===== src/sv/pdc_pkg.sv =====
// Shared constants and types for the polyline direction colour block.
// No dependencies.
package pdc_pkg;
  localparam int COORD_BITS = 24;
  localparam int UNIT_BITS  = 16;
  localparam int DIFF_W     = COORD_BITS + 1;
  localparam int NORM_W     = 25;
  localparam int SQ_W       = 2 * NORM_W + 2;
  localparam int ROOT_W     = NORM_W + 1;
  localparam int REM_W      = ROOT_W + 1;
  localparam int MAG_W      = UNIT_BITS - 1;
  localparam int CNT_W      = $clog2((ROOT_W > UNIT_BITS) ? ROOT_W : UNIT_BITS);

  typedef struct packed {
    logic done;
    logic deg;
  } pdc_norm_res_t;
endpackage


===== src/sv/polyline_direction_color_top.sv =====
// Polyline direction colour: each later vertex of a line takes one normalisation (two at
// a line's end, one for the tangent and one for the global colour) on the shared iterative
// unit in pdc_norm. A normalisation shifts the components up, accumulates their squares,
// takes the square root and divides each component by it; a zero vector skips these
// steps and is flagged degenerate. in_ready is low while a vertex is in work.
// A start vertex without end gives no result and is taken at once.
// Depends on pdc_pkg and pdc_norm.
module polyline_direction_color_top import pdc_pkg::*; (
  input  logic                        clk,
  input  logic                        rst_n,
  input  logic                        in_valid,
  output logic                        in_ready,
  input  logic signed [COORD_BITS-1:0] in_pos_x,
  input  logic signed [COORD_BITS-1:0] in_pos_y,
  input  logic signed [COORD_BITS-1:0] in_pos_z,
  input  logic                        in_line_start,
  input  logic                        in_line_end,
  output logic                        out_valid,
  input  logic                        out_ready,
  output logic signed [UNIT_BITS-1:0] out_tangent_x,
  output logic signed [UNIT_BITS-1:0] out_tangent_y,
  output logic signed [UNIT_BITS-1:0] out_tangent_z,
  output logic        [MAG_W-1:0]     out_local_red,
  output logic        [MAG_W-1:0]     out_local_green,
  output logic        [MAG_W-1:0]     out_local_blue,
  output logic                        out_global_valid,
  output logic        [MAG_W-1:0]     out_global_red,
  output logic        [MAG_W-1:0]     out_global_green,
  output logic        [MAG_W-1:0]     out_global_blue,
  output logic                        out_degenerate,
  output logic                        out_run_last
);
  typedef enum logic [2:0] {S_IDLE, S_T_GO, S_T_WAIT, S_G_GO, S_G_WAIT, S_EMIT1, S_EMIT2}
    state_t;
  typedef enum logic [1:0] {PH_IDLE, PH_FIRST, PH_RUN} phase_t;

  state_t  state_r;
  phase_t  phase_r;
  logic signed [COORD_BITS-1:0] prev_r [3], first_r [3], v_r [3];
  logic    end_r;
  logic [MAG_W-1:0] t_mag_r [3], g_mag_r [3];
  logic    t_neg_r [3];
  logic    tdeg_r, gdeg_r;

  logic                    out_valid_r, gv_r, deg_o_r, rl_r;
  logic signed [UNIT_BITS-1:0] tan_r [3];
  logic [MAG_W-1:0]        lc_r [3], gc_r [3];

  logic signed [COORD_BITS-1:0] vin [3];
  logic signed [DIFF_W-1:0] nd [3];
  logic [MAG_W-1:0]  n_mag [3];
  logic              n_neg [3];
  pdc_norm_res_t     n_res;
  logic              n_start, slot_free, acc;

  assign vin[0]    = in_pos_x;
  assign vin[1]    = in_pos_y;
  assign vin[2]    = in_pos_z;
  assign in_ready  = (state_r == S_IDLE);
  assign acc       = in_valid && in_ready;
  assign slot_free = !out_valid_r || out_ready;
  assign n_start   = (state_r == S_T_GO) || (state_r == S_G_GO);

  always_comb begin
    for (int i = 0; i < 3; i++) begin
      if (state_r == S_G_GO)
        nd[i] = DIFF_W'(first_r[i]) - DIFF_W'(v_r[i]);
      else
        nd[i] = DIFF_W'(prev_r[i]) - DIFF_W'(v_r[i]);
    end
  end

  pdc_norm u_norm (
    .clk   (clk),
    .rst_n (rst_n),
    .start (n_start),
    .d     (nd),
    .mag   (n_mag),
    .neg   (n_neg),
    .res   (n_res)
  );

  always_ff @(posedge clk) begin
    if (!rst_n) begin
      state_r     <= S_IDLE;
      phase_r     <= PH_IDLE;
      out_valid_r <= 1'b0;
      for (int i = 0; i < 3; i++) begin
        prev_r[i]  <= '0;
        first_r[i] <= '0;
      end
    end else begin
      if (out_valid_r && out_ready) out_valid_r <= 1'b0;
      case (state_r)
        S_IDLE: begin
          if (acc) begin
            for (int i = 0; i < 3; i++) v_r[i] <= vin[i];
            end_r <= in_line_end;
            if (in_line_start) begin
              for (int i = 0; i < 3; i++) begin
                first_r[i] <= vin[i];
                prev_r[i]  <= vin[i];
              end
              if (in_line_end) begin
                for (int i = 0; i < 3; i++) begin
                  t_mag_r[i] <= '0;
                  t_neg_r[i] <= 1'b0;
                  g_mag_r[i] <= '0;
                end
                tdeg_r  <= 1'b1;
                gdeg_r  <= 1'b0;
                phase_r <= PH_RUN;
                state_r <= S_EMIT2;
              end else begin
                phase_r <= PH_FIRST;
              end
            end else if (phase_r != PH_IDLE) begin
              state_r <= S_T_GO;
            end
          end
        end
        S_T_GO: state_r <= S_T_WAIT;
        S_T_WAIT: begin
          if (n_res.done) begin
            t_mag_r <= n_mag;
            t_neg_r <= n_neg;
            tdeg_r  <= n_res.deg;
            gdeg_r  <= 1'b0;
            for (int i = 0; i < 3; i++) g_mag_r[i] <= '0;
            if (end_r) state_r <= S_G_GO;
            else state_r <= (phase_r == PH_FIRST) ? S_EMIT1 : S_EMIT2;
          end
        end
        S_G_GO: state_r <= S_G_WAIT;
        S_G_WAIT: begin
          if (n_res.done) begin
            g_mag_r <= n_mag;
            gdeg_r  <= n_res.deg;
            state_r <= (phase_r == PH_FIRST) ? S_EMIT1 : S_EMIT2;
          end
        end
        S_EMIT1: begin
          if (slot_free) begin
            out_valid_r <= 1'b1;
            for (int i = 0; i < 3; i++) begin
              tan_r[i] <= t_neg_r[i] ? -UNIT_BITS'(t_mag_r[i]) : UNIT_BITS'(t_mag_r[i]);
              lc_r[i]  <= t_mag_r[i];
              gc_r[i]  <= '0;
            end
            gv_r    <= 1'b0;
            deg_o_r <= tdeg_r;
            rl_r    <= 1'b0;
            state_r <= S_EMIT2;
          end
        end
        S_EMIT2: begin
          if (slot_free) begin
            out_valid_r <= 1'b1;
            for (int i = 0; i < 3; i++) begin
              tan_r[i]  <= t_neg_r[i] ? -UNIT_BITS'(t_mag_r[i]) : UNIT_BITS'(t_mag_r[i]);
              lc_r[i]   <= t_mag_r[i];
              gc_r[i]   <= g_mag_r[i];
              prev_r[i] <= v_r[i];
            end
            gv_r    <= end_r;
            deg_o_r <= tdeg_r || gdeg_r;
            rl_r    <= 1'b1;
            phase_r <= end_r ? PH_IDLE : PH_RUN;
            state_r <= S_IDLE;
          end
        end
        default: state_r <= S_IDLE;
      endcase
    end
  end

  assign out_valid        = out_valid_r;
  assign out_tangent_x    = tan_r[0];
  assign out_tangent_y    = tan_r[1];
  assign out_tangent_z    = tan_r[2];
  assign out_local_red    = lc_r[0];
  assign out_local_green  = lc_r[1];
  assign out_local_blue   = lc_r[2];
  assign out_global_valid = gv_r;
  assign out_global_red   = gc_r[0];
  assign out_global_green = gc_r[1];
  assign out_global_blue  = gc_r[2];
  assign out_degenerate   = deg_o_r;
  assign out_run_last     = rl_r;
endmodule


===== src/sv/pdc_norm.sv =====
// Iterative vector normaliser: shift, sum of squares, square root, divide.
// Depends on pdc_pkg.
module pdc_norm import pdc_pkg::*; (
  input  logic                     clk,
  input  logic                     rst_n,
  input  logic                     start,
  input  logic signed [DIFF_W-1:0] d [3],
  output logic        [MAG_W-1:0]  mag [3],
  output logic                     neg [3],
  output pdc_norm_res_t            res
);
  typedef enum logic [2:0] {N_IDLE, N_SHIFT, N_SQ, N_SQRT, N_DIV} nstate_t;

  nstate_t           state_r;
  logic [NORM_W-1:0] a_r [3];
  logic [SQ_W-1:0]   s_r;
  logic [ROOT_W-1:0] root_r;
  logic [REM_W-1:0]  rem_r;
  logic [UNIT_BITS-1:0] q_r;
  logic [CNT_W-1:0]  cnt_r;
  logic [1:0]        idx_r;
  logic              done_r, deg_r;
  logic [MAG_W-1:0]  mag_r [3];
  logic              neg_r [3];

  logic [2*NORM_W-1:0] prod;
  logic [REM_W+1:0]    rt_sh, rt_trial;
  logic                rt_ge;
  logic                dv_ge;
  logic [REM_W-1:0]    dv_rem;
  logic [UNIT_BITS-1:0] dv_q;
  logic [NORM_W-1:0]   abs_d [3];

  always_comb begin
    for (int i = 0; i < 3; i++) begin
      abs_d[i] = d[i][DIFF_W-1] ? NORM_W'(-d[i]) : NORM_W'(d[i]);
    end
    prod     = a_r[idx_r] * a_r[idx_r];
    rt_sh    = {rem_r, s_r[SQ_W-1 -: 2]};
    rt_trial = {1'b0, root_r, 2'b01};
    rt_ge    = rt_sh >= rt_trial;
    dv_ge    = rem_r >= {1'b0, root_r};
    dv_rem   = dv_ge ? (rem_r - {1'b0, root_r}) : rem_r;
    dv_q     = {q_r[UNIT_BITS-2:0], dv_ge};
  end

  always_ff @(posedge clk) begin
    if (!rst_n) begin
      state_r <= N_IDLE;
      done_r  <= 1'b0;
    end else begin
      done_r <= 1'b0;
      case (state_r)
        N_IDLE: begin
          if (start) begin
            for (int i = 0; i < 3; i++) begin
              a_r[i]   <= abs_d[i];
              neg_r[i] <= d[i][DIFF_W-1];
              mag_r[i] <= '0;
            end
            if ((abs_d[0] | abs_d[1] | abs_d[2]) == '0) begin
              deg_r  <= 1'b1;
              done_r <= 1'b1;
            end else begin
              deg_r   <= 1'b0;
              state_r <= N_SHIFT;
            end
          end
        end
        N_SHIFT: begin
          if (a_r[0][NORM_W-1] | a_r[1][NORM_W-1] | a_r[2][NORM_W-1]) begin
            idx_r   <= '0;
            s_r     <= '0;
            state_r <= N_SQ;
          end else begin
            for (int i = 0; i < 3; i++) a_r[i] <= {a_r[i][NORM_W-2:0], 1'b0};
          end
        end
        N_SQ: begin
          s_r <= s_r + SQ_W'(prod);
          if (idx_r == 2'd2) begin
            rem_r   <= '0;
            root_r  <= '0;
            cnt_r   <= CNT_W'(ROOT_W - 1);
            state_r <= N_SQRT;
          end else begin
            idx_r <= idx_r + 2'd1;
          end
        end
        N_SQRT: begin
          s_r <= {s_r[SQ_W-3:0], 2'b00};
          if (rt_ge) begin
            rem_r  <= REM_W'(rt_sh - rt_trial);
            root_r <= {root_r[ROOT_W-2:0], 1'b1};
          end else begin
            rem_r  <= REM_W'(rt_sh);
            root_r <= {root_r[ROOT_W-2:0], 1'b0};
          end
          if (cnt_r == '0) begin
            idx_r   <= '0;
            rem_r   <= REM_W'(a_r[0]);
            q_r     <= '0;
            cnt_r   <= CNT_W'(UNIT_BITS - 1);
            state_r <= N_DIV;
          end else begin
            cnt_r <= cnt_r - 1'b1;
          end
        end
        N_DIV: begin
          q_r   <= dv_q;
          rem_r <= {dv_rem[REM_W-2:0], 1'b0};
          if (cnt_r == '0) begin
            mag_r[idx_r] <= dv_q[UNIT_BITS-1] ? {MAG_W{1'b1}} : dv_q[MAG_W-1:0];
            if (idx_r == 2'd2) begin
              done_r  <= 1'b1;
              state_r <= N_IDLE;
            end else begin
              idx_r <= idx_r + 2'd1;
              rem_r <= REM_W'(a_r[idx_r + 2'd1]);
              q_r   <= '0;
              cnt_r <= CNT_W'(UNIT_BITS - 1);
            end
          end else begin
            cnt_r <= cnt_r - 1'b1;
          end
        end
        default: state_r <= N_IDLE;
      endcase
    end
  end

  assign mag = mag_r;
  assign neg = neg_r;
  assign res = '{done: done_r, deg: deg_r};
endmodule


===== config.mk =====
export PLATFORM = sky130hd
export DESIGN_NAME = polyline_direction_color_top
export DESIGN_NICKNAME = d
export VERILOG_FILES = /design/src/sv/pdc_pkg.sv /design/src/sv/polyline_direction_color_top.sv /design/src/sv/pdc_norm.sv
export SDC_FILE = /design/constraint.sdc
export NUM_CORES = 2
export LEC_CHECK = 0
export ABC_AREA = 1
export BUFFER_PORTS_ARGS = -buffer_cell sky130_fd_sc_hd__buf_4
export CAP_MARGIN = 40
export CELL_PAD_IN_SITES_DETAIL_PLACEMENT = 0
export CELL_PAD_IN_SITES_GLOBAL_PLACEMENT = 1
export CORE_UTILIZATION = 53
export CTS_CLUSTER_DIAMETER = 60
export CTS_CLUSTER_SIZE = 12
export DETAILED_ROUTE_END_ITERATION = 8
export GPL_TIMING_DRIVEN = 0
export PLACE_DENSITY_LB_ADDON = 0.3
export SYNTH_ARGS = -nofsm -noshare
export SYNTH_HDL_FRONTEND = slang
export SYNTH_SLANG_ARGS = --single-unit

===== constraint.sdc =====
create_clock -name clk -period 17.7 [get_ports clk]
set_input_delay 1.77 -clock clk [delete_from_list [all_inputs] [get_ports clk]]
set_output_delay 1.77 -clock clk [all_outputs]
set_load 0.02 [all_outputs]

# Yosys cells after proc, flatten, opt, wreduce, memory -nomap -nowiden
# Memory sizes are Yosys's and may differ from the RTL's. A register that Yosys moved wholly into a read port is not among the register bits.
# Index checks and enable logic that the tools add are counted.
# totals
input_bits	78
rom_bits	0
latchBits	0
reg_bits	285
wordCells	307
ramBits	429
out_inout_bits	143
mem_count	7
# op_classes
n_eq_ne	29
bitwise	26
addsub	17
n_mul	1
n_reduce_logical	38
magnitude_cmp	4
shifts	0
mux	152
n_div	0
# memory_table
name	words	word_bits	rd	rd_ports_with_merged_regs	write_ports	line_no	text
u_norm.a_r	3	25	5	1	3	pdc_norm.sv:15	logic [NORM_W-1:0] a_r [3];
first_r	3	24	3	0	3	polyline_direction_color_top.sv:39	logic signed [COORD_BITS-1:0] prev_r [3], first_r [3], v_r [3];
prev_r	3	24	3	0	3	polyline_direction_color_top.sv:39	
v_r	3	24	3	0	3	polyline_direction_color_top.sv:39	
tan_r	3	16	3	0	3	polyline_direction_color_top.sv:46	logic signed [UNIT_BITS-1:0] tan_r [3];
gc_r	3	15	3	0	3	polyline_direction_color_top.sv:47	logic [MAG_W-1:0] lc_r [3], gc_r [3];
1 more memories	--	--	--	--	--	--	
# ops
cell	count
two-way mux 45 bit	7
two-way mux 25 bit	9
two-way mux 24 bit	9
one-hot mux 45 bit (2 select lines)	2
two-way mux 15 bit	11
one-hot mux 52 bit (3 select lines)	1
subtractor 24 x 24 -> 25 bit	6
two-way mux 27 bit	5
one-hot mux 45 bit (3 select lines)	1
two-way mux 16 bit	6
one-hot mux 27 bit (3 select lines)	1
negator 25 bit	3
two-way mux 3 bit	20
adder 52 x 50 -> 52 bit	1
two-way mux 26 bit	2
two-way mux 52 bit	1
one-hot mux 26 bit (2 select lines)	1
multiplier 25 x 25 -> 50 bit	1
OR 25 bit	2
negator 15 -> 16 bit	3
two-way mux 1 bit	46
bitwise mux 45 bit	1
demux 15 bit (select 2 bit)	1
one-hot mux 15 bit (2 select lines)	1
45 further kinds	126

# Longest topological paths before layout
# An unclocked memory read counts as a cell.
# logic_depth
depth_word	11
depth_mapped	40
mapped_depth_nobuf	37

# Modules after synthesis
# A second synthesis with hierarchy kept.
# hier_totals
cells_unflattened	7081
hier_area_um2	60382.9
# by_module_without_submodules
module	area_each_um2	cells_each	instances	seq_area_each_um2
pdc_norm	36678.9	4578	1	7657.3
polyline_direction_color_top	23704.0	2503	1	13633.1

# Worst setup path before layout
# No wires, ideal clock.
# synth_path
path_kind	input-to-reg
startpoint	input port rst_n
endpoint	memory gc_r[0][0] (netlist bit), enable pin
path_buffers	2
slack_ps	5274
cell_stages	4
arrival_time_ps	11631
required_ps	16905
setup_time_ps	795
path_cell_list	clkbuf_1 > clkinv_1 > clkbuf_1 > nor3_1
# synth_lines
element	line_no	text
start, declared	polyline_direction_color_top.sv:10	input logic rst_n,
end, declared	polyline_direction_color_top.sv:47	

==> flow_metrics.py <==
metrics = {
    "global_route": {
        "grt_overflow": 0,
        "grt_max_degree": 60,
        "grt_pass1_wl_um": 283000,
        "grt_pass1_vias": 49200,
        "grt_usage_pct": 32.4,
        "antenna_found_initial": 1,
    },
    "sta": {
        "skew_ns": 0.0596,
        "period_minus_slack_ns": 10.20,
        "slew_violations": 0,
        "fin_tns_setup_ns": 0,
        "tightest_slew_ns": 0.935,
        "relSlewSlack_pct": 37.7,
        "fin_crit_sh_pct": 57.6,
        "hold_viol": 0,
        "max_freq_ghz": 0.0981,
        "rsz0062_at_grt": "false",
        "setup_violations": 0,
    },
    "cts": {
        "cts_root_buffer": "clkbuf_16",
        "clk_pin_slew_ns": 0.06,
        "post_cts_buffers": 0,
        "tritoncts": "built",
        "cts_num_sinks": 713,
        "cts_hold_buf": 0,
        "htree_levels": 3,
        "cts_buffer_depth": 3,
        "cts-buffers-inserted": 82,
        "clock_latency_ns": 0.70,
        "ctsResizeCount": 0,
    },
    "cells_and_area": {
        "num-nets-final": 8354,
        "area_growth_pct": 12.4,
        "antenna_cells": 0,
        "drive_above_1_share_pct": 8.44,
    },
    "critical_path": {
        "max_stage_delay_ns": 0.83,
        "cp-start-kind": "flop",
        "critical_path_class": "flop to flop",
        "ff2ff_setup_slack_ns": 7.50,
        "cp.arrival_ns": 10.64,
        "critical_path_required_ns": 18.14,
        "critPathBufInv": 11,
        "crit_slowest_cell": "clkinv_1",
        "crit_family": "adder cells",
        "cp_max_fo": 10,
        "end_kind": "flop",
    },
    "logic_synthesis": {
        "syn_area_sq_um": 60000,
        "synth_xor_area_share_pct": 1.81,
        "muxShareOfSynthArea_pct": 1.29,
        "synth_cells": 7057,
        "synth_top_family_by_area": "adder cells",
        "synth_cell_types": 61,
        "yosysSeqAreaShare_pct": 35.5,
        "synth-compound-area-share_pct": 8.54,
        "ys_warn_count": 0,
        "synth_fa_ha_area_share_pct": 23.5,
        "synth-simple-area-share_pct": 17.5,
        "async_flop_share_pct": 0,
        "synth_edf_count": 701,
        "syn_nets": 7951,
        "syn_avg_cell_area_sq_um": 8.50,
        "ys_ff_latch": 713,
        "synthFlopType": "edfxtp_1",
    },
    "routing": {
        "wl_per_cell_um": 20.5,
        "vias": 48600,
        "wl_um": 184000,
        "dr.first_iter.drc_count": 3877,
        "antenna_left": 0,
        "drcViolationCount": 0,
        "vias_per_cell": 5.39,
        "drt_pass1_iterations": 5,
    },
    "floorplan": {
        "dieArea_sq_um": 114000,
        "core_sq_um": 112000,
        "die_x_um": 338,
        "initial_utilization_pct": 53.4,
        "rows": 123,
        "die_h_um": 338,
        "ioPinCount": 221,
    },
    "placement": {
        "port_buffers": 219,
        "gp_congestion": 0.960,
        "dp_hpwl_um": 151000,
    },
    "run_status": {
        "outcome": "completed",
    },
    "worst_hold_path": {
        "min_path_type": "flop to flop",
    },
    "run": {
        "drv_cap": 0,
    },
}
-- cells in the final DEF, fill, tap and decap left out, drive strengths merged, types with 18 or more instances in the layout --
cell / Yosys / routed
nand2: 1293 / 1293
ha: 297 / 297
o211ai: 54 / 54
xnor2: 26 / 26
nor3: 61 / 61
fa: 519 / 519
clkinv: 15 / 29
mux2: 66 / 66
nand4: 52 / 52
edfxtp: 701 / 701
a31oi: 62 / 62
buf: 29 / 347
clkbuf: 162 / 265
o21ai: 316 / 316
o22ai: 97 / 97
nand3: 252 / 252
a21oi: 288 / 288
o221ai: 18 / 18
inv: 1655 / 1666
nor2: 879 / 879
xor2: 98 / 98
-- area by class of cell --
type | count | area [sq um]
buffer | 191 | 791
clock buffer | 103 | 2130
clock inverter | 31 | 482
fill | 10100 | 44900
inverter | 1670 | 6270
multi-input combinational | 4483 | 31700
sequential | 713 | 21300
tap | 1500 | 1880
timing repair buffer | 319 | 2840
-- metal layers --
metal | vias to the layer above | GRT usage (%) | routed length [um]
met5 | - | 0 | 13
met4 | 2 | 15.3 | 9890
met3 | 445 | 4.49 | 10800
met2 | 1665 | 56.4 | 91200
met1 | 23400 | 39.5 | 72500
li1 | 23100 | - | -
-- logic make-up after synthesis --
logic type,Yosys count
multiplexers,69
AO/OA/AOI/OAI,899
AND/OR/NAND/NOR,2575
flip-flops,713
buffers and inverters,1861
adder cells (fa/ha/maj),816
XOR/XNOR,124
-- registers in the layout, indices dropped and copies added, names as in the netlist, 5 cells and up, named ones only --
register,count
u_norm.a_r,75
t_mag_r,45
u_norm.s_r,52
u_norm.q_r,15
u_norm.rem_r,27
gc_r,45
u_norm.cnt_r,5
prev_r,72
lc_r,45
u_norm.mag,45
u_norm.root_r,26
g_mag_r,45
first_r,72
v_r,72
tan_r,45
-- worst reg2reg max path, delay by kind of cell (launching register included) --
family / cells / cell delay (ns)
adder cells (fa/ha/maj): 8 / 3.93
AO/OA/AOI/OAI: 9 / 2.55
buffers and inverters: 11 / 2.54
AND/OR/NAND/NOR: 2 / 0.53
flip-flops: 1 / 0.43
-- stage by stage --
stage | cell area [sq um] | cells | hold WS (ns) | utilization, % | setup WS, ns
2_1_floorplan | 60000 | 7057 | 0.444 | - | 5.27
3_3_place_gp | 63500 | 8776 | 0.457 | 56.5 | 1.32
3_5_place_dp | 64800 | 8875 | 0.469 | 57.7 | 7.69
4_1_cts | 67400 | 9009 | 0.482 | 60.0 | 7.68
5_1_grt | 67400 | 9010 | 0.505 | 60.0 | 7.29
6_report | 67400 | 9010 | 0.482 | 60.0 | 7.50
-- synthesized netlist by cell type, types with 19 or more instances --
| master | number | share of area, % |
|---|---|---|
| nand2_2 | 34 | 0.35 |
| nand4_1 | 52 | 0.54 |
| clkbuf_1 | 162 | 1.0 |
| o211ai_1 | 54 | 0.68 |
| nor3_1 | 57 | 0.48 |
| o21ai_1 | 22 | 0.18 |
| nor2_1 | 858 | 5.4 |
| a21oi_1 | 283 | 2.4 |
| mux2_2 | 66 | 1.2 |
| nand3_1 | 244 | 2.0 |
| xor2_1 | 98 | 1.4 |
| inv_1 | 1641 | 10 |
| o22ai_1 | 97 | 1.0 |
| ha_1 | 297 | 6.2 |
| a31oi_1 | 62 | 0.65 |
| xnor2_1 | 26 | 0.38 |
| edfxtp_1 | 701 | 35 |
| nand2_1 | 1258 | 7.9 |
| fa_1 | 519 | 17 |
| o21ai_0 | 294 | 2.5 |
| nor2_2 | 19 | 0.20 |
-- path summary, 6_finish.rpt --
kind | depth (start not counted) | to | from
max | 30 | u_norm.s_r[44]$_DFFE_PP_ | flop
min | 0 | lc_r[0][40]$_DFFE_PP_ | t_mag_r[10]$_SDFFCE_PN0P_
max reg2reg | 30 | u_norm.s_r[44]$_DFFE_PP_ | flop
min reg2reg | 0 | lc_r[0][40]$_DFFE_PP_ | t_mag_r[10]$_SDFFCE_PN0P_
Power is left out: the tool's default activity adds up to more than one toggle a clock period on the data nets, which glitch-free logic cannot reach.
